## src/hbcs_pkg.sv

```systemverilog
`timescale 1ns / 1ps
package hbcs_pkg;

  typedef logic [4:0][7:0] rows_t;

  typedef struct packed {
    logic       en;
    logic [7:0] addr;
    logic [7:0] data;
  } mem_wr_t;

  localparam logic [7:0] ADDR_VENDOR_LO  = 8'h00;
  localparam logic [7:0] ADDR_VENDOR_HI  = 8'h01;
  localparam logic [7:0] ADDR_DEVICE_LO  = 8'h02;
  localparam logic [7:0] ADDR_DEVICE_HI  = 8'h03;
  localparam logic [7:0] ADDR_BASE_CLASS = 8'h0B;
  localparam logic [7:0] ADDR_CMD      = 8'h04;
  localparam logic [7:0] ADDR_STATUS   = 8'h07;
  localparam logic [7:0] ADDR_LAT      = 8'h0D;
  localparam logic [7:0] ADDR_BIST     = 8'h0F;
  localparam logic [7:0] ADDR_PCON     = 8'h50;
  localparam logic [7:0] ADDR_CC       = 8'h52;
  localparam logic [7:0] ADDR_DRAMC    = 8'h57;
  localparam logic [7:0] ADDR_DRAMT    = 8'h58;
  localparam logic [7:0] ADDR_PAM0     = 8'h59;
  localparam logic [7:0] ADDR_PAM1     = 8'h5A;
  localparam logic [7:0] ADDR_PAM6     = 8'h5F;
  localparam logic [7:0] ADDR_DRB0     = 8'h60;
  localparam logic [7:0] ADDR_DRB4     = 8'h64;
  localparam logic [7:0] ADDR_DRT      = 8'h68;
  localparam logic [7:0] ADDR_SMRAM    = 8'h72;

  localparam logic [7:0] SMRAM_RESET   = 8'h02;
  localparam logic [9:0] RAM_RESET_MB  = 10'd64;
  localparam logic [7:0] FUNC_ABSENT   = 8'hFF;
  localparam logic [2:0] FUNC_HOST     = 3'd0;

  localparam logic [1:0] ROUTE_EXT     = 2'd0;
  localparam logic [1:0] ROUTE_INT     = 2'd1;
  localparam logic [1:0] ROUTE_INT_RD  = 2'd2;

  localparam logic       OP_READ       = 1'b0;
  localparam logic       OP_WRITE      = 1'b1;

  localparam logic [3:0] PAM0_WINDOW   = 4'd12;

  function automatic logic [7:0] rst_byte(logic [7:0] a);
    logic [7:0] r;
    case (a)
      ADDR_VENDOR_LO:  r = 8'h86;
      ADDR_VENDOR_HI:  r = 8'h80;
      ADDR_DEVICE_LO:  r = 8'h2D;
      ADDR_DEVICE_HI:  r = 8'h12;
      ADDR_BASE_CLASS: r = 8'h06;
      ADDR_CC:         r = 8'hB2;
      ADDR_DRAMC:      r = 8'h03;
      ADDR_SMRAM:      r = SMRAM_RESET;
      default:         r = 8'h00;
    endcase
    return r;
  endfunction

  function automatic logic [6:0] floor_pow2(logic [6:0] v);
    logic [6:0] r;
    r = 7'd1;
    for (int i = 0; i < 7; i++) begin
      if (v[i]) begin
        r    = '0;
        r[i] = 1'b1;
      end
    end
    return r;
  endfunction

  function automatic rows_t derive_rows(logic [9:0] ram);
    logic [7:0] t;
    logic [6:0] s0;
    logic [6:0] s1;
    logic [7:0] rem;
    logic [7:0] acc;
    rows_t      r;
    if (ram < 10'd8) begin
      t = 8'd8;
    end else if (ram > 10'd128) begin
      t = 8'd128;
    end else begin
      t = ram[7:0];
    end
    s0  = floor_pow2((t < 8'd64) ? t[6:0] : 7'd64);
    rem = t - {1'b0, s0};
    s1  = '0;
    if (rem != 8'd0) begin
      s1 = floor_pow2((rem < 8'd64) ? rem[6:0] : 7'd64);
    end
    if (s1 == 7'd0 && s0 > 7'd8) begin
      s0 = s0 >> 1;
      s1 = s0;
    end
    acc  = {4'd0, s0[6:3]};
    r[0] = acc;
    acc  = acc + {4'd0, s0[6:3]};
    r[1] = acc;
    acc  = acc + {4'd0, s1[6:3]};
    r[2] = acc;
    acc  = acc + {4'd0, s1[6:3]};
    r[3] = acc;
    r[4] = acc;
    return r;
  endfunction

  function automatic logic [1:0] smram_route(logic [7:0] s);
    logic [1:0] r;
    r = ROUTE_EXT;
    if (s[3]) begin
      if ((s & 8'h78) == 8'h48) begin
        r = ROUTE_INT;
      end else if ((s & 8'h28) == 8'h28) begin
        r = ROUTE_INT_RD;
      end
    end
    return r;
  endfunction

endpackage

```

## src/host_bridge_config_space.sv

```systemverilog
`timescale 1ns / 1ps
// channel   | ports                                           | handshake
// ----------+-------------------------------------------------+--------------------------
// request   | op_i func_num_i reg_addr_i write_data_i         | start & !busy
// result    | read_data_o smram_route_o map_update_o          | result_valid_o, one cycle
//           | first_window_o first_state_o second_valid_o     |
//           | second_state_o                                  |
// config    | cfg_we_i cfg_wdata_i                            | cfg_we_i
//
// each transfer has two steps: the byte store read, then the merge and
// write-back; busy is high for the second of them.
// the result appears on the cycle after write-back, while the next transfer is taken.
// reset needs no clearing pass: per-byte valid bits select the reset values.
// the receiver cannot stall; results are never held.
module host_bridge_config_space (
  input  logic       clk_i,
  input  logic       rst_ni,
  input  logic       start,
  output logic       busy,
  input  logic       op_i,
  input  logic [2:0] func_num_i,
  input  logic [7:0] reg_addr_i,
  input  logic [7:0] write_data_i,
  input  logic       cfg_we_i,
  input  logic [9:0] cfg_wdata_i,
  output logic       result_valid_o,
  output logic [7:0] read_data_o,
  output logic [1:0] smram_route_o,
  output logic       map_update_o,
  output logic [3:0] first_window_o,
  output logic [1:0] first_state_o,
  output logic       second_valid_o,
  output logic [1:0] second_state_o
);

  logic              accept;
  logic              s1_valid_q;
  logic              s1_op_q;
  logic [2:0]        s1_fn_q;
  logic [7:0]        s1_addr_q;
  logic [7:0]        s1_wdata_q;
  logic [7:0]        old_byte;
  hbcs_pkg::mem_wr_t mem_wr;
  hbcs_pkg::rows_t   rows;
  logic [7:0]        smram_q, smram_d;
  logic              lock_q, lock_d;
  logic [7:0]        rdata_d;
  logic              upd_d, sv_d;
  logic [3:0]        fw_d;
  logic [1:0]        fs_d, ss_d;
  logic [7:0]        pam_off;
  logic [7:0]        row_off;
  logic              fn0_wr;

  assign accept = start && !busy;
  assign busy   = s1_valid_q;

  hbcs_byte_mem u_mem (
    .clk_i     (clk_i),
    .rst_ni    (rst_ni),
    .rd_en_i   (accept),
    .rd_addr_i (reg_addr_i),
    .wr_i      (mem_wr),
    .rd_data_o (old_byte)
  );

  hbcs_rows u_rows (
    .clk_i       (clk_i),
    .rst_ni      (rst_ni),
    .cfg_we_i    (cfg_we_i),
    .cfg_wdata_i (cfg_wdata_i),
    .rows_o      (rows)
  );

  always_ff @(posedge clk_i) begin
    if (accept) begin
      s1_op_q    <= op_i;
      s1_fn_q    <= func_num_i;
      s1_addr_q  <= reg_addr_i;
      s1_wdata_q <= write_data_i;
    end
  end

  assign fn0_wr  = s1_valid_q && s1_op_q == hbcs_pkg::OP_WRITE &&
                   s1_fn_q == hbcs_pkg::FUNC_HOST;
  assign pam_off = s1_addr_q - hbcs_pkg::ADDR_PAM1;
  assign row_off = s1_addr_q - hbcs_pkg::ADDR_DRB0;

  // masked merge and write-back
  always_comb begin
    mem_wr.en   = 1'b0;
    mem_wr.addr = s1_addr_q;
    mem_wr.data = 8'h00;
    smram_d     = smram_q;
    lock_d      = lock_q;
    if (fn0_wr) begin
      mem_wr.en = 1'b1;
      case (s1_addr_q)
        hbcs_pkg::ADDR_CMD:    mem_wr.data = (old_byte & 8'hFD) | (s1_wdata_q & 8'h02);
        hbcs_pkg::ADDR_STATUS: mem_wr.data = old_byte & ~(s1_wdata_q & 8'h30);
        hbcs_pkg::ADDR_LAT:    mem_wr.data = s1_wdata_q & 8'hF8;
        hbcs_pkg::ADDR_BIST:   mem_wr.data = s1_wdata_q & 8'h40;
        hbcs_pkg::ADDR_PCON:   mem_wr.data = s1_wdata_q & 8'hEF;
        hbcs_pkg::ADDR_CC:     mem_wr.data = (old_byte & 8'h04) | (s1_wdata_q & 8'hFB);
        hbcs_pkg::ADDR_DRAMC:  mem_wr.data = s1_wdata_q & 8'hCF;
        hbcs_pkg::ADDR_DRAMT:  mem_wr.data = s1_wdata_q & 8'h7F;
        hbcs_pkg::ADDR_PAM0:   mem_wr.data = s1_wdata_q & 8'h70;
        hbcs_pkg::ADDR_DRT:    mem_wr.data = s1_wdata_q & 8'h1F;
        hbcs_pkg::ADDR_SMRAM: begin
          mem_wr.en = 1'b0;
          if (lock_q) begin
            smram_d = (smram_q & 8'hDF) | (s1_wdata_q & 8'h20);
          end else begin
            smram_d = (smram_q & 8'h87) | (s1_wdata_q & 8'h78);
            lock_d  = s1_wdata_q[4];
            if (s1_wdata_q[4]) begin
              smram_d[6] = 1'b0;
            end
          end
        end
        default: begin
          mem_wr.en = 1'b0;
          if (s1_addr_q inside {[hbcs_pkg::ADDR_PAM1 : hbcs_pkg::ADDR_PAM6]}) begin
            mem_wr.en   = 1'b1;
            mem_wr.data = s1_wdata_q & 8'h77;
          end
        end
      endcase
    end
  end

  // result fields
  always_comb begin
    rdata_d = 8'h00;
    upd_d   = 1'b0;
    fw_d    = 4'd0;
    fs_d    = 2'd0;
    sv_d    = 1'b0;
    ss_d    = 2'd0;
    if (s1_op_q == hbcs_pkg::OP_READ) begin
      if (s1_fn_q != hbcs_pkg::FUNC_HOST) begin
        rdata_d = hbcs_pkg::FUNC_ABSENT;
      end else if (s1_addr_q == hbcs_pkg::ADDR_SMRAM) begin
        rdata_d = smram_q;
      end else if (s1_addr_q inside {[hbcs_pkg::ADDR_DRB0 : hbcs_pkg::ADDR_DRB4]}) begin
        rdata_d = rows[row_off[2:0]];
      end else begin
        rdata_d = old_byte;
      end
    end else if (s1_fn_q == hbcs_pkg::FUNC_HOST) begin
      if (s1_addr_q == hbcs_pkg::ADDR_PAM0) begin
        upd_d = 1'b1;
        fw_d  = hbcs_pkg::PAM0_WINDOW;
        fs_d  = s1_wdata_q[5:4];
      end else if (s1_addr_q inside {[hbcs_pkg::ADDR_PAM1 : hbcs_pkg::ADDR_PAM6]}) begin
        upd_d = 1'b1;
        fw_d  = {pam_off[2:0], 1'b0};
        fs_d  = s1_wdata_q[1:0];
        sv_d  = 1'b1;
        ss_d  = s1_wdata_q[5:4];
      end
    end
  end

  always_ff @(posedge clk_i or negedge rst_ni) begin
    if (!rst_ni) begin
      s1_valid_q     <= 1'b0;
      result_valid_o <= 1'b0;
      smram_q        <= hbcs_pkg::SMRAM_RESET;
      lock_q         <= 1'b0;
    end else begin
      s1_valid_q     <= accept;
      result_valid_o <= s1_valid_q;
      smram_q        <= smram_d;
      lock_q         <= lock_d;
    end
  end

  always_ff @(posedge clk_i) begin
    if (s1_valid_q) begin
      read_data_o    <= rdata_d;
      smram_route_o  <= hbcs_pkg::smram_route(smram_d);
      map_update_o   <= upd_d;
      first_window_o <= fw_d;
      first_state_o  <= fs_d;
      second_valid_o <= sv_d;
      second_state_o <= ss_d;
    end
  end

endmodule

```

## src/hbcs_byte_mem.sv

```systemverilog
`timescale 1ns / 1ps
module hbcs_byte_mem (
  input  logic             clk_i,
  input  logic             rst_ni,
  input  logic             rd_en_i,
  input  logic [7:0]       rd_addr_i,
  input  hbcs_pkg::mem_wr_t wr_i,
  output logic [7:0]       rd_data_o
);

  logic [7:0]   mem [256];
  logic [255:0] valid_q;
  logic [7:0]   rd_q;
  logic         rd_vld_q;
  logic [7:0]   rd_addr_q;

  always_ff @(posedge clk_i) begin
    if (wr_i.en) begin
      mem[wr_i.addr] <= wr_i.data;
    end
    if (rd_en_i) begin
      rd_q      <= mem[rd_addr_i];
      rd_addr_q <= rd_addr_i;
    end
  end

  always_ff @(posedge clk_i or negedge rst_ni) begin
    if (!rst_ni) begin
      valid_q  <= '0;
      rd_vld_q <= 1'b0;
    end else begin
      if (wr_i.en) begin
        valid_q[wr_i.addr] <= 1'b1;
      end
      if (rd_en_i) begin
        rd_vld_q <= valid_q[rd_addr_i];
      end
    end
  end

  // entries never written read as their reset value
  assign rd_data_o = rd_vld_q ? rd_q : hbcs_pkg::rst_byte(rd_addr_q);

endmodule

```

## src/hbcs_rows.sv

```systemverilog
`timescale 1ns / 1ps
module hbcs_rows (
  input  logic                clk_i,
  input  logic                rst_ni,
  input  logic                cfg_we_i,
  input  logic [9:0]          cfg_wdata_i,
  output hbcs_pkg::rows_t     rows_o
);

  hbcs_pkg::rows_t rows_q;

  always_ff @(posedge clk_i or negedge rst_ni) begin
    if (!rst_ni) begin
      rows_q <= hbcs_pkg::derive_rows(hbcs_pkg::RAM_RESET_MB);
    end else if (cfg_we_i) begin
      rows_q <= hbcs_pkg::derive_rows(cfg_wdata_i);
    end
  end

  assign rows_o = rows_q;

endmodule
```

## config.mk

```make
export PLATFORM = sky130hd
export DESIGN_NAME = host_bridge_config_space
export DESIGN_NICKNAME = d
export VERILOG_FILES = /design/src/hbcs_pkg.sv /design/src/host_bridge_config_space.sv /design/src/hbcs_byte_mem.sv /design/src/hbcs_rows.sv
export SDC_FILE = /design/constraint.sdc
export NUM_CORES = 2
export LEC_CHECK = 0
export BUFFER_PORTS_ARGS = -buffer_cell sky130_fd_sc_hd__buf_2
export CORE_ASPECT_RATIO = 0.8
export CORE_MARGIN = 1.5
export CORE_UTILIZATION = 63
export DETAILED_ROUTE_END_ITERATION = 10
export GPL_ROUTABILITY_DRIVEN = 1
export PLACE_DENSITY = 0.83
export RECOVER_POWER = 100
export SLEW_MARGIN = 20
export SYNTH_ARGS = -nofsm -noshare
export SYNTH_HDL_FRONTEND = slang
export SYNTH_HIERARCHICAL = 1
export SYNTH_SLANG_ARGS = --single-unit
```

## constraint.sdc

```tcl
create_clock -name clk_i -period 17.08 [get_ports clk_i]
set_clock_uncertainty 0.15 [all_clocks]
set_input_delay 1.708 -clock clk_i [delete_from_list [all_inputs] [get_ports clk_i]]
set_output_delay 1.708 -clock clk_i [all_outputs]
set_load 0.01 [all_outputs]
```

==> results.cfg <==
[job]
max_cap_viol_count = 38

[route]
firstDrtPassIters = 8
avgRoutedWirePerCell_um = 35.22
drc = 0
ant_nets = 0
drt-total-wl_um = 247000
via_count = 51040
first_iter_violations = 8777
via_per_inst = 7.278

[grt]
grt.overflow.total = 0
first_global_vias = 50960
antenna_found_initial = 10
grt_pass1_wl_um = 355800
grt.total_usage_pct = 33.10
grt_max_degree = 225

[worst_hold_path]
whs_path_depth = 1
hold_path.class = reg -> reg

[critical_path]
cp_slowest_cell = clkbuf_1
path_class = reg -> reg
arrival_ps = 10420
crit_chain = clkbuf_1 -> ha_1 -> inv_1 -> o21ai_0 -> and3_1 -> o21ai_0 -> a21oi_4 -> clkbuf_1 -> clkbuf_1
endpoint = u_mem/mem[67][4]$_DFFE_PP_
r2r_cells = 9
cp_slowest_stage_delay_ps = 3370
rr_startpoint = s1_addr_q[1]$_DFFE_PP_
worstPathRequired_ps = 16910
crit_start = s1_addr_q[1]$_DFFE_PP_
worstPathMaxFanout = 95
critical_path.most_common_cell = clkbuf_1
r2r_setup_slack_ps = 6500
endpoint_kind = flop
cp-start-kind = flop
reg2reg_to = u_mem/mem[67][4]$_DFFE_PP_

[sta]
final-hold-violation-count = 0
drv_slew = 1592
clock.fmax_ghz = 0.09448
fin_crit_sh_pct = 61.97
fin_crit_ps = 10580
worst_slew_pin_slew_ps = 5687
final.setup.tns_ps = 0
relSlewSlack_pct = -279.1
finalSetupViolations = 0
rsz0062_at_grt = no

[clock_tree]
cts_buffers = 209
h-tree-depth = 4
postCtsSetupRepairBufs = 0
holdBufCountCts = 0
root_buffer = clkbuf_16
cts_tree = yes
clock_path_buffers = 3
clkTransAtPathRegs_ps = 70
clock-sinks = 2383
clk_latency_ps = 870
cts_resized = 0

[final_layout]
multi_input_area_sq_mm = 0.02197
nets = 4893
final_layout_size_suffix_gt1_share_pct = 25.11
fill_cells = 8279
synthToLayoutAreaGrowth_pct = 9.869
seq_area_sq_mm = 0.07016

[power]
power_density_mw_per_mm2 = 113.5
p_total_mw = 11.67
peakVddDrop_uv = 127.5
p_leak_nw = 29.39

[floorplan]
num_rows = 126
initial_core_util_pct = 63.45
die-area_sq_mm = 0.1508
die_w_um = 433.8
coreArea_sq_mm = 0.1474
die_y_um = 347.6
io_pins = 56

[synth]
seq_area_frac_synth_pct = 75.01
synth.most_common_cell = edfxtp_1
yosysTopAreaCell = edfxtp_1
synth_cell_types = 86
synthFlopType = edfxtp_1
syn_area_sq_mm = 0.09353
yosys-top-cells-count = 2103 x edfxtp_1, 569 x mux4_2, 310 x nor2_1, 276 x dfrtp_1, 268 x or2_2
syn_inst = 4778
synth-async-reset-ratio_pct = 11.75
syn_avg_cell_area_sq_um = 19.58
synth-edff-count = 2103
synth-seq-cells = 2383
synth_area_leaders = edfxtp_1 68%, mux4_2 14%, dfrtp_1 7.4%
netlist.area_leader.share_pct = 67.52
yosysWarnings = 6

[placed_design]
gp_congestion = 0.9078
hpwl_um = 136300
placement.io_buffers = 54

[run_status]
status = finished with violations
violations = max-capacitance violations, max-slew violations
## cells in the final DEF (no fill, tap or decap), types with 14 or more instances in the layout
master	count
mux2i_1	33
o21ai_0	37
clkinv_1	20
nor4_1	32
a21oi_1	175
buf_4	30
clkbuf_8	27
inv_1	22
nor2b_1	21
a211oi_1	14
edfxtp_1	2103
nand3_1	42
o22ai_1	22
dfrtp_1	276
buf_2	25
nand4_1	16
conb_1	19
nand2_1	64
mux4_2	569
bufinv_16	25
nor3_1	19
clkbuf_16	216
clkbuf_1	132
nor2_1	309
or2_2	268
clkinv_2	29
a22oi_1	266
## routing by layer
layer  part of all wire, %  GRT usage [%]
met1                    35          46.05
met2                    46          48.72
met3                    15          10.96
met4                   4.5          14.17
met5                 0.028              0
## worst min-delay path by stage
stage | from | endpoint | slack, ps
floorplan | u_mem/valid_q[51]$_DFFE_PN0P_ | u_mem/valid_q[51]$_DFFE_PN0P_ | 280
global placement | u_mem/valid_q[94]$_DFFE_PN0P_ | u_mem/valid_q[94]$_DFFE_PN0P_ | 290
detailed placement | u_mem/valid_q[192]$_DFFE_PN0P_ | u_mem/valid_q[192]$_DFFE_PN0P_ | 300
CTS | u_mem/valid_q[192]$_DFFE_PN0P_ | u_mem/valid_q[192]$_DFFE_PN0P_ | 310
global route | u_mem/valid_q[114]$_DFFE_PN0P_ | u_mem/valid_q[114]$_DFFE_PN0P_ | 320
finish | u_mem/valid_q[114]$_DFFE_PN0P_ | u_mem/valid_q[114]$_DFFE_PN0P_ | 310
## area by class of cell
class                   instances  share of cell area (%)
clock buffers                 301                   5.833
well taps                    1984                   2.416
multi-input cells            2085                   21.38
inverters                      23                 0.08401
diodes                          4                0.009740
flip-flops and latches       2383                   68.27
clock inverters                91                   1.152
repair buffers                142                  0.8535
## cells by family after synthesis
logic type               after synthesis  share of synthesized area [%]
AO/OA/AOI/OAI                        586                          4.211
XOR/XNOR                               9                        0.08427
adder cells (fa/ha/maj)               15                         0.2167
buffers and inverters                326                          1.586
flip-flops                          2383                          75.01
multiplexers                         616                          14.22
other                                  3                        0.01204
AND/OR/NAND/NOR                      840                          4.655
## critical path: cells and delay by family, from the launching register on
kind                     cells  cell delay, ps
buffers and inverters        4            7400
flip-flops                   1             770
AO/OA/AOI/OAI                3             480
adder cells (fa/ha/maj)      1             350
AND/OR/NAND/NOR              1             300
## state kept, by name (all words and copies together) (netlist names)
signal and cells:
second_valid_o 1, second_state_o 2, smram_q 4, u_mem/rd_vld_q 1
lock_q 1, s1_wdata_q 8, smram_route_o 2, s1_op_q 1
busy 1, u_mem/rd_addr_q 8, read_data_o 8, u_mem/mem 2048
u_rows/rows_o 16, result_valid_o 1, s1_fn_q 3, first_window_o 3
u_mem/valid_q 256, u_mem/rd_q 8, map_update_o 1, s1_addr_q 8
first_state_o 2
## report_power, final
group / internal [mW] / switching, mW / leakage (nW)
Clock: 2.82 / 2.14 / 3.50
Sequential: 6.27 / 0.0142 / 18.7
Combinational: 0.135 / 0.287 / 7.24
Total: 9.23 / 2.44 / 29.4
## per-stage QoR
| step | setup slack, ps | util [%] | cells | hold slack (ps) | cell area, sq um |
|---|---|---|---|---|---|
| after floorplan | 2742 | - | 4794 | 283.4 | 93590 |
| after global placement | 9430 | 65.04 | 6613 | 294.5 | 95870 |
| after detailed placement | 9651 | 65.10 | 6615 | 297.6 | 95950 |
| after CTS | 10470 | 69.97 | 7007 | 314.1 | 103100 |
| after global routing | 5812 | 69.71 | 7010 | 321.2 | 102800 |
| final | 6496 | 69.72 | 7013 | 312.7 | 102800 |
Power figures use the tool's default switching activity.
